[src/design/lcjh_pkg.sv]
// Package for the lane center jump-hold core: sizes, register indexes,
// queue and result records, and the hold limit helper.
// No dependencies.
`default_nettype none

package lcjh_pkg;

    localparam int NUM_LINES  = 8;
    localparam int X_BITS     = 11;
    localparam int TIMER_BITS = 16;
    localparam int LINE_BITS  = (NUM_LINES > 1) ? $clog2(NUM_LINES) : 1;

    localparam int IDX_BITS   = 4;
    localparam int THR_BITS   = 11;
    localparam int HOLD_BITS  = 16;
    localparam int ROWS_BITS  = 12;
    localparam int PCT_BITS   = 7;
    localparam int Y_BITS     = 12;
    localparam int PROD_BITS  = ROWS_BITS + PCT_BITS;

    // floor(p / 100) = (p * ceil(2^26 / 100)) >> 26, exact for p < 2^19
    localparam int RECIP_BITS  = 20;
    localparam logic [RECIP_BITS-1:0] RECIP_100 = 20'd671089;
    localparam int RECIP_SHIFT = 26;
    localparam int QUOT_BITS   = PROD_BITS + RECIP_BITS - RECIP_SHIFT;
    localparam logic [Y_BITS-1:0] Y_MAX = '1;

    localparam int CFG_IDX_BITS  = 2;
    localparam int CFG_DATA_BITS = 16;
    localparam logic [CFG_IDX_BITS-1:0] REG_JUMP_THRESHOLD = 2'd0;
    localparam logic [CFG_IDX_BITS-1:0] REG_HOLD_TIME      = 2'd1;
    localparam logic [CFG_IDX_BITS-1:0] REG_ROI_ROWS       = 2'd2;

    localparam int Q_DEPTH    = 2;
    localparam int Q_PTR_BITS = $clog2(Q_DEPTH);
    localparam int Q_CNT_BITS = $clog2(Q_DEPTH + 1);

    typedef struct packed {
        logic [IDX_BITS-1:0] line_index;
        logic [X_BITS-1:0]   mid;
        logic [Y_BITS-1:0]   y;
        logic                index_error;
    } item_t;

    typedef struct packed {
        logic [THR_BITS-1:0]   jump_threshold;
        logic [TIMER_BITS-1:0] limit;
    } hold_cfg_t;

    typedef struct packed {
        logic [X_BITS-1:0] center_x;
        logic [Y_BITS-1:0] center_y;
        logic              holding;
        logic              index_error;
    } result_t;

    // Clamp the hold time to what the timer can count to.
    function automatic logic [TIMER_BITS-1:0] hold_limit(input logic [HOLD_BITS-1:0] ht);
        logic [63:0] ext;
        logic [63:0] tmax;
        ext  = 64'(ht);
        tmax = (64'd1 << TIMER_BITS) - 64'd1;
        return TIMER_BITS'((ext > tmax) ? tmax : ext);
    endfunction

endpackage

`default_nettype wire

[src/design/lcjh_front.sv]
// Front end of the lane center core: takes input beats, forms the midpoint,
// row product and index check, then scales y and pushes into the queue. Uses lcjh_pkg.
`default_nettype none

module lcjh_front (
    input  wire logic                           aclk,
    input  wire logic                           aresetn,
    input  wire logic                           in_valid,
    output logic                                in_ready,
    input  wire logic [lcjh_pkg::IDX_BITS-1:0]  in_line_index,
    input  wire logic [lcjh_pkg::X_BITS-1:0]    in_left_x,
    input  wire logic [lcjh_pkg::X_BITS-1:0]    in_right_x,
    input  wire logic [lcjh_pkg::PCT_BITS-1:0]  in_row_percent,
    input  wire logic [lcjh_pkg::ROWS_BITS-1:0] roi_rows,
    output logic                                push,
    output lcjh_pkg::item_t                     push_item,
    input  wire logic                           q_ready
);
    import lcjh_pkg::*;

    logic                 s1_valid_reg, s1_valid_next;
    logic [IDX_BITS-1:0]  s1_idx_reg;
    logic [X_BITS-1:0]    s1_mid_reg;
    logic [PROD_BITS-1:0] s1_prod_reg;
    logic                 s1_err_reg;
    logic                 take;
    logic [X_BITS:0]      sum;
    logic [PROD_BITS+RECIP_BITS-1:0] scaled;
    logic [QUOT_BITS-1:0] quot;

    assign in_ready = !s1_valid_reg || q_ready;
    assign take     = in_valid && in_ready;
    assign push     = s1_valid_reg && q_ready;
    assign sum      = {1'b0, in_left_x} + {1'b0, in_right_x};

    always_comb begin
        s1_valid_next = s1_valid_reg;
        if (take) begin
            s1_valid_next = 1'b1;
        end else if (push) begin
            s1_valid_next = 1'b0;
        end
    end

    always_ff @(posedge aclk) begin
        if (!aresetn) begin
            s1_valid_reg <= 1'b0;
        end else begin
            s1_valid_reg <= s1_valid_next;
        end
    end

    always_ff @(posedge aclk) begin
        if (take) begin
            s1_idx_reg  <= in_line_index;
            s1_mid_reg  <= sum[X_BITS:1];
            s1_prod_reg <= PROD_BITS'(roi_rows) * PROD_BITS'(in_row_percent);
            s1_err_reg  <= ({1'b0, in_line_index} >= (IDX_BITS + 1)'(NUM_LINES));
        end
    end

    // Divide the row product by 100 and clamp to the y field.
    assign scaled = (PROD_BITS + RECIP_BITS)'(s1_prod_reg) * (PROD_BITS + RECIP_BITS)'(RECIP_100);
    assign quot   = scaled[PROD_BITS+RECIP_BITS-1:RECIP_SHIFT];

    always_comb begin
        push_item.line_index  = s1_idx_reg;
        push_item.mid         = s1_mid_reg;
        push_item.index_error = s1_err_reg;
        push_item.y           = (quot > QUOT_BITS'(Y_MAX)) ? Y_MAX : quot[Y_BITS-1:0];
    end

endmodule

`default_nettype wire

[src/design/lcjh_queue.sv]
// Two-entry queue between the front end and the hold tracker.
// Uses lcjh_pkg for the item record and depth.
`default_nettype none

module lcjh_queue (
    input  wire logic       aclk,
    input  wire logic       aresetn,
    input  wire logic       push,
    input  wire lcjh_pkg::item_t push_item,
    output logic            q_ready,
    output logic            q_valid,
    output lcjh_pkg::item_t q_item,
    input  wire logic       pop
);
    import lcjh_pkg::*;

    item_t                 mem [Q_DEPTH];
    logic [Q_PTR_BITS-1:0] wr_ptr_reg, wr_ptr_next;
    logic [Q_PTR_BITS-1:0] rd_ptr_reg, rd_ptr_next;
    logic [Q_CNT_BITS-1:0] count_reg, count_next;

    assign q_ready = (count_reg != Q_CNT_BITS'(Q_DEPTH));
    assign q_valid = (count_reg != '0);
    assign q_item  = mem[rd_ptr_reg];

    always_comb begin
        wr_ptr_next = wr_ptr_reg;
        rd_ptr_next = rd_ptr_reg;
        count_next  = count_reg;
        if (push) begin
            wr_ptr_next = (wr_ptr_reg == Q_PTR_BITS'(Q_DEPTH - 1)) ? '0
                                                                  : wr_ptr_reg + 1'b1;
        end
        if (pop) begin
            rd_ptr_next = (rd_ptr_reg == Q_PTR_BITS'(Q_DEPTH - 1)) ? '0
                                                                  : rd_ptr_reg + 1'b1;
        end
        if (push && !pop) begin
            count_next = count_reg + 1'b1;
        end else if (pop && !push) begin
            count_next = count_reg - 1'b1;
        end
    end

    always_ff @(posedge aclk) begin
        if (!aresetn) begin
            wr_ptr_reg <= '0;
            rd_ptr_reg <= '0;
            count_reg  <= '0;
        end else begin
            wr_ptr_reg <= wr_ptr_next;
            rd_ptr_reg <= rd_ptr_next;
            count_reg  <= count_next;
        end
    end

    always_ff @(posedge aclk) begin
        if (push) begin
            mem[wr_ptr_reg] <= push_item;
        end
    end

`ifndef SYNTHESIS
    a_no_overflow: assert property (@(posedge aclk) disable iff (!aresetn)
        push |-> (q_ready || pop))
        else $error("queue push while full");
    a_no_underflow: assert property (@(posedge aclk) disable iff (!aresetn)
        pop |-> q_valid)
        else $error("queue pop while empty");
    a_count_bound: assert property (@(posedge aclk) disable iff (!aresetn)
        count_reg <= Q_CNT_BITS'(Q_DEPTH))
        else $error("queue count out of range");
`endif

endmodule

`default_nettype wire

[src/design/lcjh_back.sv]
// Hold tracker: per-line read-modify-write of center, y, timer and hold
// flags, with a registered result stage. Uses lcjh_pkg.
`default_nettype none

module lcjh_back (
    input  wire logic         aclk,
    input  wire logic         aresetn,
    input  wire lcjh_pkg::hold_cfg_t cfg,
    input  wire logic         q_valid,
    input  wire lcjh_pkg::item_t q_item,
    output logic              pop,
    output logic              out_valid,
    output lcjh_pkg::result_t out_result,
    input  wire logic         out_ready
);
    import lcjh_pkg::*;

    logic [X_BITS-1:0]     cx_reg     [NUM_LINES];
    logic [Y_BITS-1:0]     y_reg      [NUM_LINES];
    logic [TIMER_BITS-1:0] timer_reg  [NUM_LINES];
    logic [NUM_LINES-1:0]  active_reg;
    logic [NUM_LINES-1:0]  started_reg;

    logic                  out_valid_reg, out_valid_next;
    result_t               out_reg, out_next;

    logic [LINE_BITS-1:0]  sel;
    logic                  started, jump, take_new;
    logic                  act1, act2;
    logic [X_BITS-1:0]     cx0, cx2, diff;
    logic [TIMER_BITS-1:0] tm0, tm1, tm2;
    logic [Y_BITS-1:0]     y2;

    assign pop        = q_valid && (!out_valid_reg || out_ready);
    assign out_valid  = out_valid_reg;
    assign out_result = out_reg;

    always_comb begin
        sel      = q_item.line_index[LINE_BITS-1:0];
        started  = started_reg[sel];
        // a line's first item seeds center and saturated timer
        cx0      = started ? cx_reg[sel] : q_item.mid;
        tm0      = started ? timer_reg[sel] : cfg.limit;
        diff     = (q_item.mid > cx0) ? (q_item.mid - cx0) : (cx0 - q_item.mid);
        jump     = (diff > cfg.jump_threshold) && !active_reg[sel];
        tm1      = jump ? '0 : tm0;
        act1     = jump || active_reg[sel];
        take_new = (tm1 >= cfg.limit);
        cx2      = take_new ? q_item.mid : cx0;
        act2     = take_new ? 1'b0 : act1;
        tm2      = take_new ? tm1 : (tm1 + TIMER_BITS'(1));
        y2       = started ? y_reg[sel] : q_item.y;
    end

    always_comb begin
        out_valid_next = out_valid_reg;
        out_next       = out_reg;
        if (pop) begin
            out_valid_next = 1'b1;
            if (q_item.index_error) begin
                out_next = '{center_x: '0, center_y: '0, holding: 1'b0, index_error: 1'b1};
            end else begin
                out_next = '{center_x: cx2, center_y: y2, holding: act2, index_error: 1'b0};
            end
        end else if (out_ready) begin
            out_valid_next = 1'b0;
        end
    end

    always_ff @(posedge aclk) begin
        if (!aresetn) begin
            out_valid_reg <= 1'b0;
            active_reg    <= '0;
            started_reg   <= '0;
            for (int i = 0; i < NUM_LINES; i++) begin
                timer_reg[i] <= '0;
            end
        end else begin
            out_valid_reg <= out_valid_next;
            if (pop && !q_item.index_error) begin
                active_reg[sel]  <= act2;
                started_reg[sel] <= 1'b1;
                timer_reg[sel]   <= tm2;
            end
        end
    end

    always_ff @(posedge aclk) begin
        out_reg <= out_next;
        if (pop && !q_item.index_error) begin
            cx_reg[sel] <= cx2;
            y_reg[sel]  <= y2;
        end
    end

`ifndef SYNTHESIS
    a_err_zero: assert property (@(posedge aclk) disable iff (!aresetn)
        (out_valid_reg && out_reg.index_error) |->
            (!out_reg.holding && out_reg.center_x == '0 && out_reg.center_y == '0))
        else $error("error result carries data");
    a_no_hold_zero_limit: assert property (@(posedge aclk) disable iff (!aresetn)
        (pop && cfg.limit == '0) |=> !out_reg.holding)
        else $error("hold reported with zero hold limit");
    a_result_held: assert property (@(posedge aclk) disable iff (!aresetn)
        (out_valid_reg && !out_ready) |=> $stable(out_reg))
        else $error("stalled result changed");
`endif

endmodule

`default_nettype wire

[src/design/lane_center_jump_hold_core.sv]
// Lane center jump-hold core, top level. An input beat passes through the front
// stage, the queue and the result register to the result beat. Throughput: one beat
// per cycle while results are not stalled, set by the per-line update in the tracker.
// Reset (aresetn low, synchronous) empties the pipeline, clears all line
// started/hold flags and timers, and sets threshold 0, hold time 0, rows 1.
`default_nettype none

module lane_center_jump_hold_core (
    input  wire logic        aclk,
    input  wire logic        aresetn,

    // Input stream
    input  wire logic        s_axis_tvalid,
    output logic             s_axis_tready,
    // [3:0] line_index, [14:4] left_x, [25:15] right_x, [32:26] row_percent
    input  wire logic [39:0] s_axis_tdata,

    // Result stream
    output logic             m_axis_tvalid,
    input  wire logic        m_axis_tready,
    // [10:0] center_x, [22:11] center_y
    output logic [23:0]      m_axis_tdata,
    // [0] holding, [1] index_error
    output logic [1:0]       m_axis_tuser,

    // Register write channel
    input  wire logic        cfg_valid,
    output logic             cfg_ready,
    input  wire logic [1:0]  cfg_index,
    input  wire logic [15:0] cfg_data
);
    import lcjh_pkg::*;

    logic [THR_BITS-1:0]  thr_reg;
    logic [HOLD_BITS-1:0] hold_time_reg;
    logic [ROWS_BITS-1:0] rows_reg;

    hold_cfg_t cfg;
    logic      push, q_ready, q_valid, pop;
    item_t     push_item, q_item;
    logic      out_valid;
    result_t   out_result;

    // Configuration: always ready, writes beyond the list are dropped.
    assign cfg_ready = 1'b1;

    always_ff @(posedge aclk) begin
        if (!aresetn) begin
            thr_reg       <= '0;
            hold_time_reg <= '0;
            rows_reg      <= ROWS_BITS'(1);
        end else if (cfg_valid) begin
            case (cfg_index)
                REG_JUMP_THRESHOLD: thr_reg       <= cfg_data[THR_BITS-1:0];
                REG_HOLD_TIME:      hold_time_reg <= cfg_data[HOLD_BITS-1:0];
                REG_ROI_ROWS:       rows_reg      <= cfg_data[ROWS_BITS-1:0];
                default: ;
            endcase
        end
    end

    assign cfg.jump_threshold = thr_reg;
    assign cfg.limit          = hold_limit(hold_time_reg);

    // Front: unpack the beat, form midpoint, y and index check.
    lcjh_front u_front (
        .aclk          (aclk),
        .aresetn       (aresetn),
        .in_valid      (s_axis_tvalid),
        .in_ready      (s_axis_tready),
        .in_line_index (s_axis_tdata[3:0]),
        .in_left_x     (s_axis_tdata[14:4]),
        .in_right_x    (s_axis_tdata[25:15]),
        .in_row_percent(s_axis_tdata[32:26]),
        .roi_rows      (rows_reg),
        .push          (push),
        .push_item     (push_item),
        .q_ready       (q_ready)
    );

    // Queue: decouple the front from result backpressure.
    lcjh_queue u_queue (
        .aclk     (aclk),
        .aresetn  (aresetn),
        .push     (push),
        .push_item(push_item),
        .q_ready  (q_ready),
        .q_valid  (q_valid),
        .q_item   (q_item),
        .pop      (pop)
    );

    // Back: per-line hold tracking and the result register.
    lcjh_back u_back (
        .aclk      (aclk),
        .aresetn   (aresetn),
        .cfg       (cfg),
        .q_valid   (q_valid),
        .q_item    (q_item),
        .pop       (pop),
        .out_valid (out_valid),
        .out_result(out_result),
        .out_ready (m_axis_tready)
    );

    assign m_axis_tvalid = out_valid;
    assign m_axis_tdata  = {1'b0, out_result.center_y, out_result.center_x};
    assign m_axis_tuser  = {out_result.index_error, out_result.holding};

endmodule

`default_nettype wire
[config.mk]
export PLATFORM = sky130hd
export DESIGN_NAME = lane_center_jump_hold_core
export DESIGN_NICKNAME = d
export VERILOG_FILES = /design/src/design/lcjh_pkg.sv /design/src/design/lcjh_front.sv /design/src/design/lcjh_queue.sv /design/src/design/lcjh_back.sv /design/src/design/lane_center_jump_hold_core.sv
export SDC_FILE = /design/constraint.sdc
export NUM_CORES = 1
export LEC_CHECK = 0
export BUFFER_PORTS_ARGS = -buffer_cell sky130_fd_sc_hd__buf_2
export CORE_MARGIN = 8
export CORE_UTILIZATION = 35
export CTS_BUF_LIST = sky130_fd_sc_hd__clkbuf_8
export CTS_CLUSTER_SIZE = 30
export DETAILED_ROUTE_END_ITERATION = 12
export HOLD_SLACK_MARGIN = 0.15
export PLACE_DENSITY = 0.6
export SETUP_SLACK_MARGIN = 0.2
export SKIP_CTS_REPAIR_TIMING = 1
export SKIP_LAST_GASP = 1
export SYNTH_ARGS = -nofsm -noshare
export SYNTH_HDL_FRONTEND = slang
export SYNTH_SLANG_ARGS = --single-unit
export TNS_END_PERCENT = 100
[constraint.sdc]
create_clock -name aclk -period 9.88 [get_ports aclk]
set_clock_uncertainty 0.05 [all_clocks]
set_input_delay 1.482 -clock aclk [delete_from_list [all_inputs] [get_ports aclk]]
set_output_delay 1.482 -clock aclk [all_outputs]
set_load 0.02 [all_outputs]
==> impl_results.html <==
<table>
<tr><th>Metric</th><th>Value</th></tr>
<tr><th colspan="2">Timing</th></tr>
<tr><td>Worst Hold Slack</td><td>0.372 ns</td></tr>
<tr><td>Fmax</td><td>110 MHz</td></tr>
<tr><td>Measured slew at the worst slew-check pin</td><td>1.12 ns</td></tr>
<tr><td>Final-layout setup total negative slack</td><td>0 ns</td></tr>
<tr><td>Finish-stage setup viols</td><td>0</td></tr>
<tr><td>Min Clock Period, post-route</td><td>9.08 ns</td></tr>
<tr><td>Ratio of final minimum period to clock period</td><td>0.919</td></tr>
<tr><td>Count of final hold-check violations</td><td>0</td></tr>
<tr><td>Max-slew violations</td><td>0</td></tr>
<tr><td>Remaining max-slew budget at the tightest pin</td><td>0.245</td></tr>
<tr><td>Unrepaired setup endpoints after global routing</td><td>false</td></tr>
<tr><th colspan="2">Critical path</th></tr>
<tr><td>Critical Path AT</td><td>9.53 ns</td></tr>
<tr><td>Slowest Stage Delay on Critical Path</td><td>0.58 ns</td></tr>
<tr><td>Worst Setup End Kind</td><td>flop</td></tr>
<tr><td>Worst Path Max Fanout</td><td>18</td></tr>
<tr><td>CP max-delay cell</td><td>sky130_fd_sc_hd__mux2_2</td></tr>
<tr><td>Required time worst endpoint</td><td>10.33 ns</td></tr>
<tr><td>Reg2Reg Depth</td><td>36</td></tr>
<tr><td>Setup slack of the most critical reg-to-reg path</td><td>0.80 ns</td></tr>
<tr><td>Worst Path Buf+Inv</td><td>3</td></tr>
<tr><td>Endpoint of the lowest-slack register-to-register path</td><td>u_back.timer_reg[4][10]</td></tr>
<tr><td>Top cell family by delay on the critical path</td><td>simple AND/OR/NAND/NOR gates</td></tr>
<tr><td>Worst Setup Path Type</td><td>flop to flop</td></tr>
<tr><td>Critical Path Source Type</td><td>flop</td></tr>
<tr><th colspan="2">Synth</th></tr>
<tr><td>Leading post-synthesis cells by instance count</td><td>sky130_fd_sc_hd__edfxtp_1, sky130_fd_sc_hd__inv_1, sky130_fd_sc_hd__ha_1</td></tr>
<tr><td>Cell types occupying the most area after synthesis</td><td>sky130_fd_sc_hd__edfxtp_1, sky130_fd_sc_hd__fa_1, sky130_fd_sc_hd__ha_1, sky130_fd_sc_hd__dfxtp_1, sky130_fd_sc_hd__inv_1</td></tr>
<tr><td>Number of enable flip-flop cells after synthesis</td><td>425</td></tr>
<tr><td>Cell Area, Synth</td><td>29900 sq um</td></tr>
<tr><td>Seq cells post-synth</td><td>487</td></tr>
<tr><td>Post-Synthesis Cells</td><td>2582</td></tr>
<tr><td>Average cell area after synthesis</td><td>11.6 sq um</td></tr>
<tr><td>Sequential cell area fraction in the yosys report</td><td>0.469</td></tr>
<tr><td>Most common cell in the netlist</td><td>sky130_fd_sc_hd__edfxtp_1</td></tr>
<tr><td>Net Count, Synth</td><td>3081</td></tr>
<tr><td>Share of synthesized flip-flops with an asynchronous set or reset</td><td>0</td></tr>
<tr><td>Cell type with the largest total area after synthesis</td><td>sky130_fd_sc_hd__edfxtp_1</td></tr>
<tr><td>Post-synthesis cell type count</td><td>89</td></tr>
<tr><td>Yosys top cell area share</td><td>0.427</td></tr>
<tr><td>Most instantiated flip-flop cell in the synthesis netlist</td><td>sky130_fd_sc_hd__edfxtp_1</td></tr>
<tr><td>Total of warnings raised by yosys</td><td>0</td></tr>
<tr><th colspan="2">Floorplanning</th></tr>
<tr><td>Core area</td><td>84900 sq um</td></tr>
<tr><td>Horizontal die dimension</td><td>308 um</td></tr>
<tr><td>DIE AREA</td><td>95000 sq um</td></tr>
<tr><td>Number of primary I/O pins</td><td>92</td></tr>
<tr><td>Vert. Die Dim</td><td>308 um</td></tr>
<tr><td>Initial Util</td><td>0.352</td></tr>
<tr><td>Number of placement rows</td><td>107</td></tr>
<tr><th colspan="2">Min path</th></tr>
<tr><td>Tightest Hold Check Type</td><td>flop to flop</td></tr>
<tr><td>Startpoint of the most critical hold path</td><td>u_front.s1_mid_reg[1]</td></tr>
<tr><td>End of the worst hold path</td><td>u_queue.mem[1][14]</td></tr>
<tr><td>Worst hold path depth</td><td>0</td></tr>
<tr><th colspan="2">Detailed routing</th></tr>
<tr><td>Routed wire per std cell</td><td>19.5 um</td></tr>
<tr><td>Detailed Route Iter0 Violations</td><td>1598</td></tr>
<tr><td>Met2 WL</td><td>35800 um</td></tr>
<tr><td>Metal1 wirelength</td><td>34700 um</td></tr>
<tr><td>Top layer reached by signal wires</td><td>met4</td></tr>
<tr><td>Length of the first detailed-routing pass in iterations</td><td>5</td></tr>
<tr><td>Final Routed Wirelength</td><td>76800 um</td></tr>
<tr><td>Routed vias/inst</td><td>5.07</td></tr>
<tr><td>Length of routed met3 wiring</td><td>5060 um</td></tr>
<tr><td>Final routed DRC violation total</td><td>0</td></tr>
<tr><td>Vias post-DR</td><td>19900</td></tr>
<tr><td>Post-route ant nets</td><td>0</td></tr>
<tr><th colspan="2">Layout</th></tr>
<tr><td>Share of post-route cells with drive strength above 1</td><td>0.125</td></tr>
<tr><td>Max reg flops</td><td>128</td></tr>
<tr><td>Total of fill cells in the finished design</td><td>8248</td></tr>
<tr><td>Layout Nets</td><td>3224</td></tr>
<tr><td>Area growth from synthesis to final layout</td><td>12.0%</td></tr>
<tr><th colspan="2">Global routing</th></tr>
<tr><td>Vias in the first global route</td><td>20100</td></tr>
<tr><td>Largest net degree at the start of global routing</td><td>47</td></tr>
<tr><td>Overflow left after global routing</td><td>0</td></tr>
<tr><td>GRT Total Usage</td><td>0.161</td></tr>
<tr><td>First-pass GRT wire length</td><td>119000 um</td></tr>
<tr><td>Antenna violations before repair</td><td>2</td></tr>
<tr><th colspan="2">Pwr</th></tr>
<tr><td>Comb power frac</td><td>0.608</td></tr>
<tr><td>Part of the total power dissipated in sequential elements</td><td>0.254</td></tr>
<tr><td>Cell internal power dissipation</td><td>6610 uW</td></tr>
<tr><td>Cell Pwr Density</td><td>356 nW/um^2</td></tr>
<tr><td>Net switching fraction of the power</td><td>0.445</td></tr>
<tr><td>Clock power share</td><td>0.138</td></tr>
<tr><td>VDD IR-drop max</td><td>0.000735 V</td></tr>
<tr><td>Reported leakage power</td><td>0.0137 uW</td></tr>
<tr><td>Net switching power</td><td>5310 uW</td></tr>
<tr><th colspan="2">Status</th></tr>
<tr><td>Status</td><td>finished clean</td></tr>
<tr><th colspan="2">Clock network</th></tr>
<tr><td>Worst-skew pair later-pin latency</td><td>0.68 ns</td></tr>
<tr><td>CTS tree</td><td>done</td></tr>
<tr><td>Clock tree buffer depth</td><td>3</td></tr>
<tr><td>Maximum level of the CTS H-tree</td><td>3</td></tr>
<tr><td>Cell at the root of the clock tree</td><td>sky130_fd_sc_hd__clkbuf_8</td></tr>
<tr><td>Clock slew at reported path FFs</td><td>0.06 ns</td></tr>
<tr><td># clock sinks</td><td>487</td></tr>
<tr><td>Clock buffer count from CTS</td><td>79</td></tr>
<tr><th colspan="2">Placed design</th></tr>
<tr><td>Input/output buffers</td><td>82</td></tr>
<tr><td>Post-detail-place hpwl</td><td>54800 um</td></tr>
<tr><td>Routability Congestion</td><td>0.860</td></tr>
<tr><th colspan="2">Flow run</th></tr>
<tr><td>Max-cap check violation count</td><td>0</td></tr>
</table>
## layout make-up
type                       count  area [sq um]  area share
multi-input combinational   1670         14300       0.429
sequential                   487         14000       0.419
tap                         1144          1430      0.0428
inverter                     331          1240      0.0371
clock buffer                  85          1170      0.0350
timing repair buffer         156           970      0.0290
clock inverter                56           299     0.00894
antenna                        1          2.50   0.0000748
## how the worst max path moves through the flow
stage | from | end | slack [ns] | cells past startpoint
after floorplan | flop | u_back.timer_reg[0][10] | 0.79 | 40
after CTS | flop | u_back.timer_reg[6][10] | 0.52 | 33
final | flop | u_back.timer_reg[4][10] | 0.80 | 36
after global placement | flop | u_back.timer_reg[6][10] | 0.56 | 33
after detailed placement | flop | u_back.timer_reg[6][10] | 0.54 | 33
after global routing | flop | u_back.timer_reg[4][10] | 0.26 | 36
## stage by stage
stage	util	worst slack, ns	cells	instance area, sq um	power, uW
floorplan	-	0.785	2582	29900	8030
global placement	0.377	0.562	3788	32000	10200
detailed placement	0.377	0.540	3788	32000	10200
CTS	0.394	0.523	3929	33400	12000
global route	0.394	0.259	3930	33500	13000
finish	0.394	0.799	3930	33500	11900
## routing by layer
metal  GRT usage  vias to the layer above
met3      0.0275                       78
met4      0.0444                        0
met1       0.222                     9817
met5           0                        -
li1            -                     9383
met2       0.261                      648
## cells in the final DEF, fill, tap and decap left out, drive strengths merged, types with 8 or more instances in the layout
master | synthesis | routed
edfxtp | 425 | 425
inv | 331 | 355
ha | 258 | 258
nand2 | 240 | 240
nor2 | 190 | 190
fa | 178 | 178
a21oi | 162 | 162
buf | 29 | 156
clkbuf | 65 | 85
o21ai | 66 | 66
mux2i | 65 | 65
dfxtp | 62 | 62
and2 | 60 | 60
xnor2 | 39 | 39
a21o | 34 | 34
nor3 | 30 | 30
nand3 | 28 | 28
clkinv | 0 | 27
o22ai | 26 | 26
a222oi | 25 | 25
mux2 | 22 | 22
a221oi | 19 | 19
a22oi | 18 | 18
xor2 | 14 | 14
a2111oi | 11 | 11
or3 | 10 | 10
o211ai | 10 | 10
nor3b | 10 | 10
a31oi | 9 | 9
nor4 | 8 | 8
a211oi | 8 | 8
## kinds of logic after synthesis
group	count (synthesis)	share of synthesized area
simple gates	627	0.0963
flops	487	0.469
compound gates	462	0.103
fa+ha+maj	436	0.227
buf+inv	425	0.0548
mux	90	0.0337
xor+xnor	53	0.0155
other cells	2	0.000251
## worst register-to-register path: cells and delay by family, from the launching register on
kind	cells	cell delay (ns)
and+or+nand+nor	13	3.25
adders and majority gates	3	1.04
xor gates and xnor gates	1	0.12
muxes	2	0.83
DFF	1	0.49
buffers and inverters	3	0.47
AOI/OAI and AO/OA	14	2.70
## power groups by stage
stage	sequential (uW)	combinational, uW	clock [uW]
3_5_place_dp	3070	7170	0
5_1_grt	3050	8190	1760
2_1_floorplan	3080	4950	0
4_1_cts	3030	7260	1690
6_report	3020	7240	1640
3_3_place_gp	3070	7120	0
Note: power is estimated with default switching activity, not from simulation.
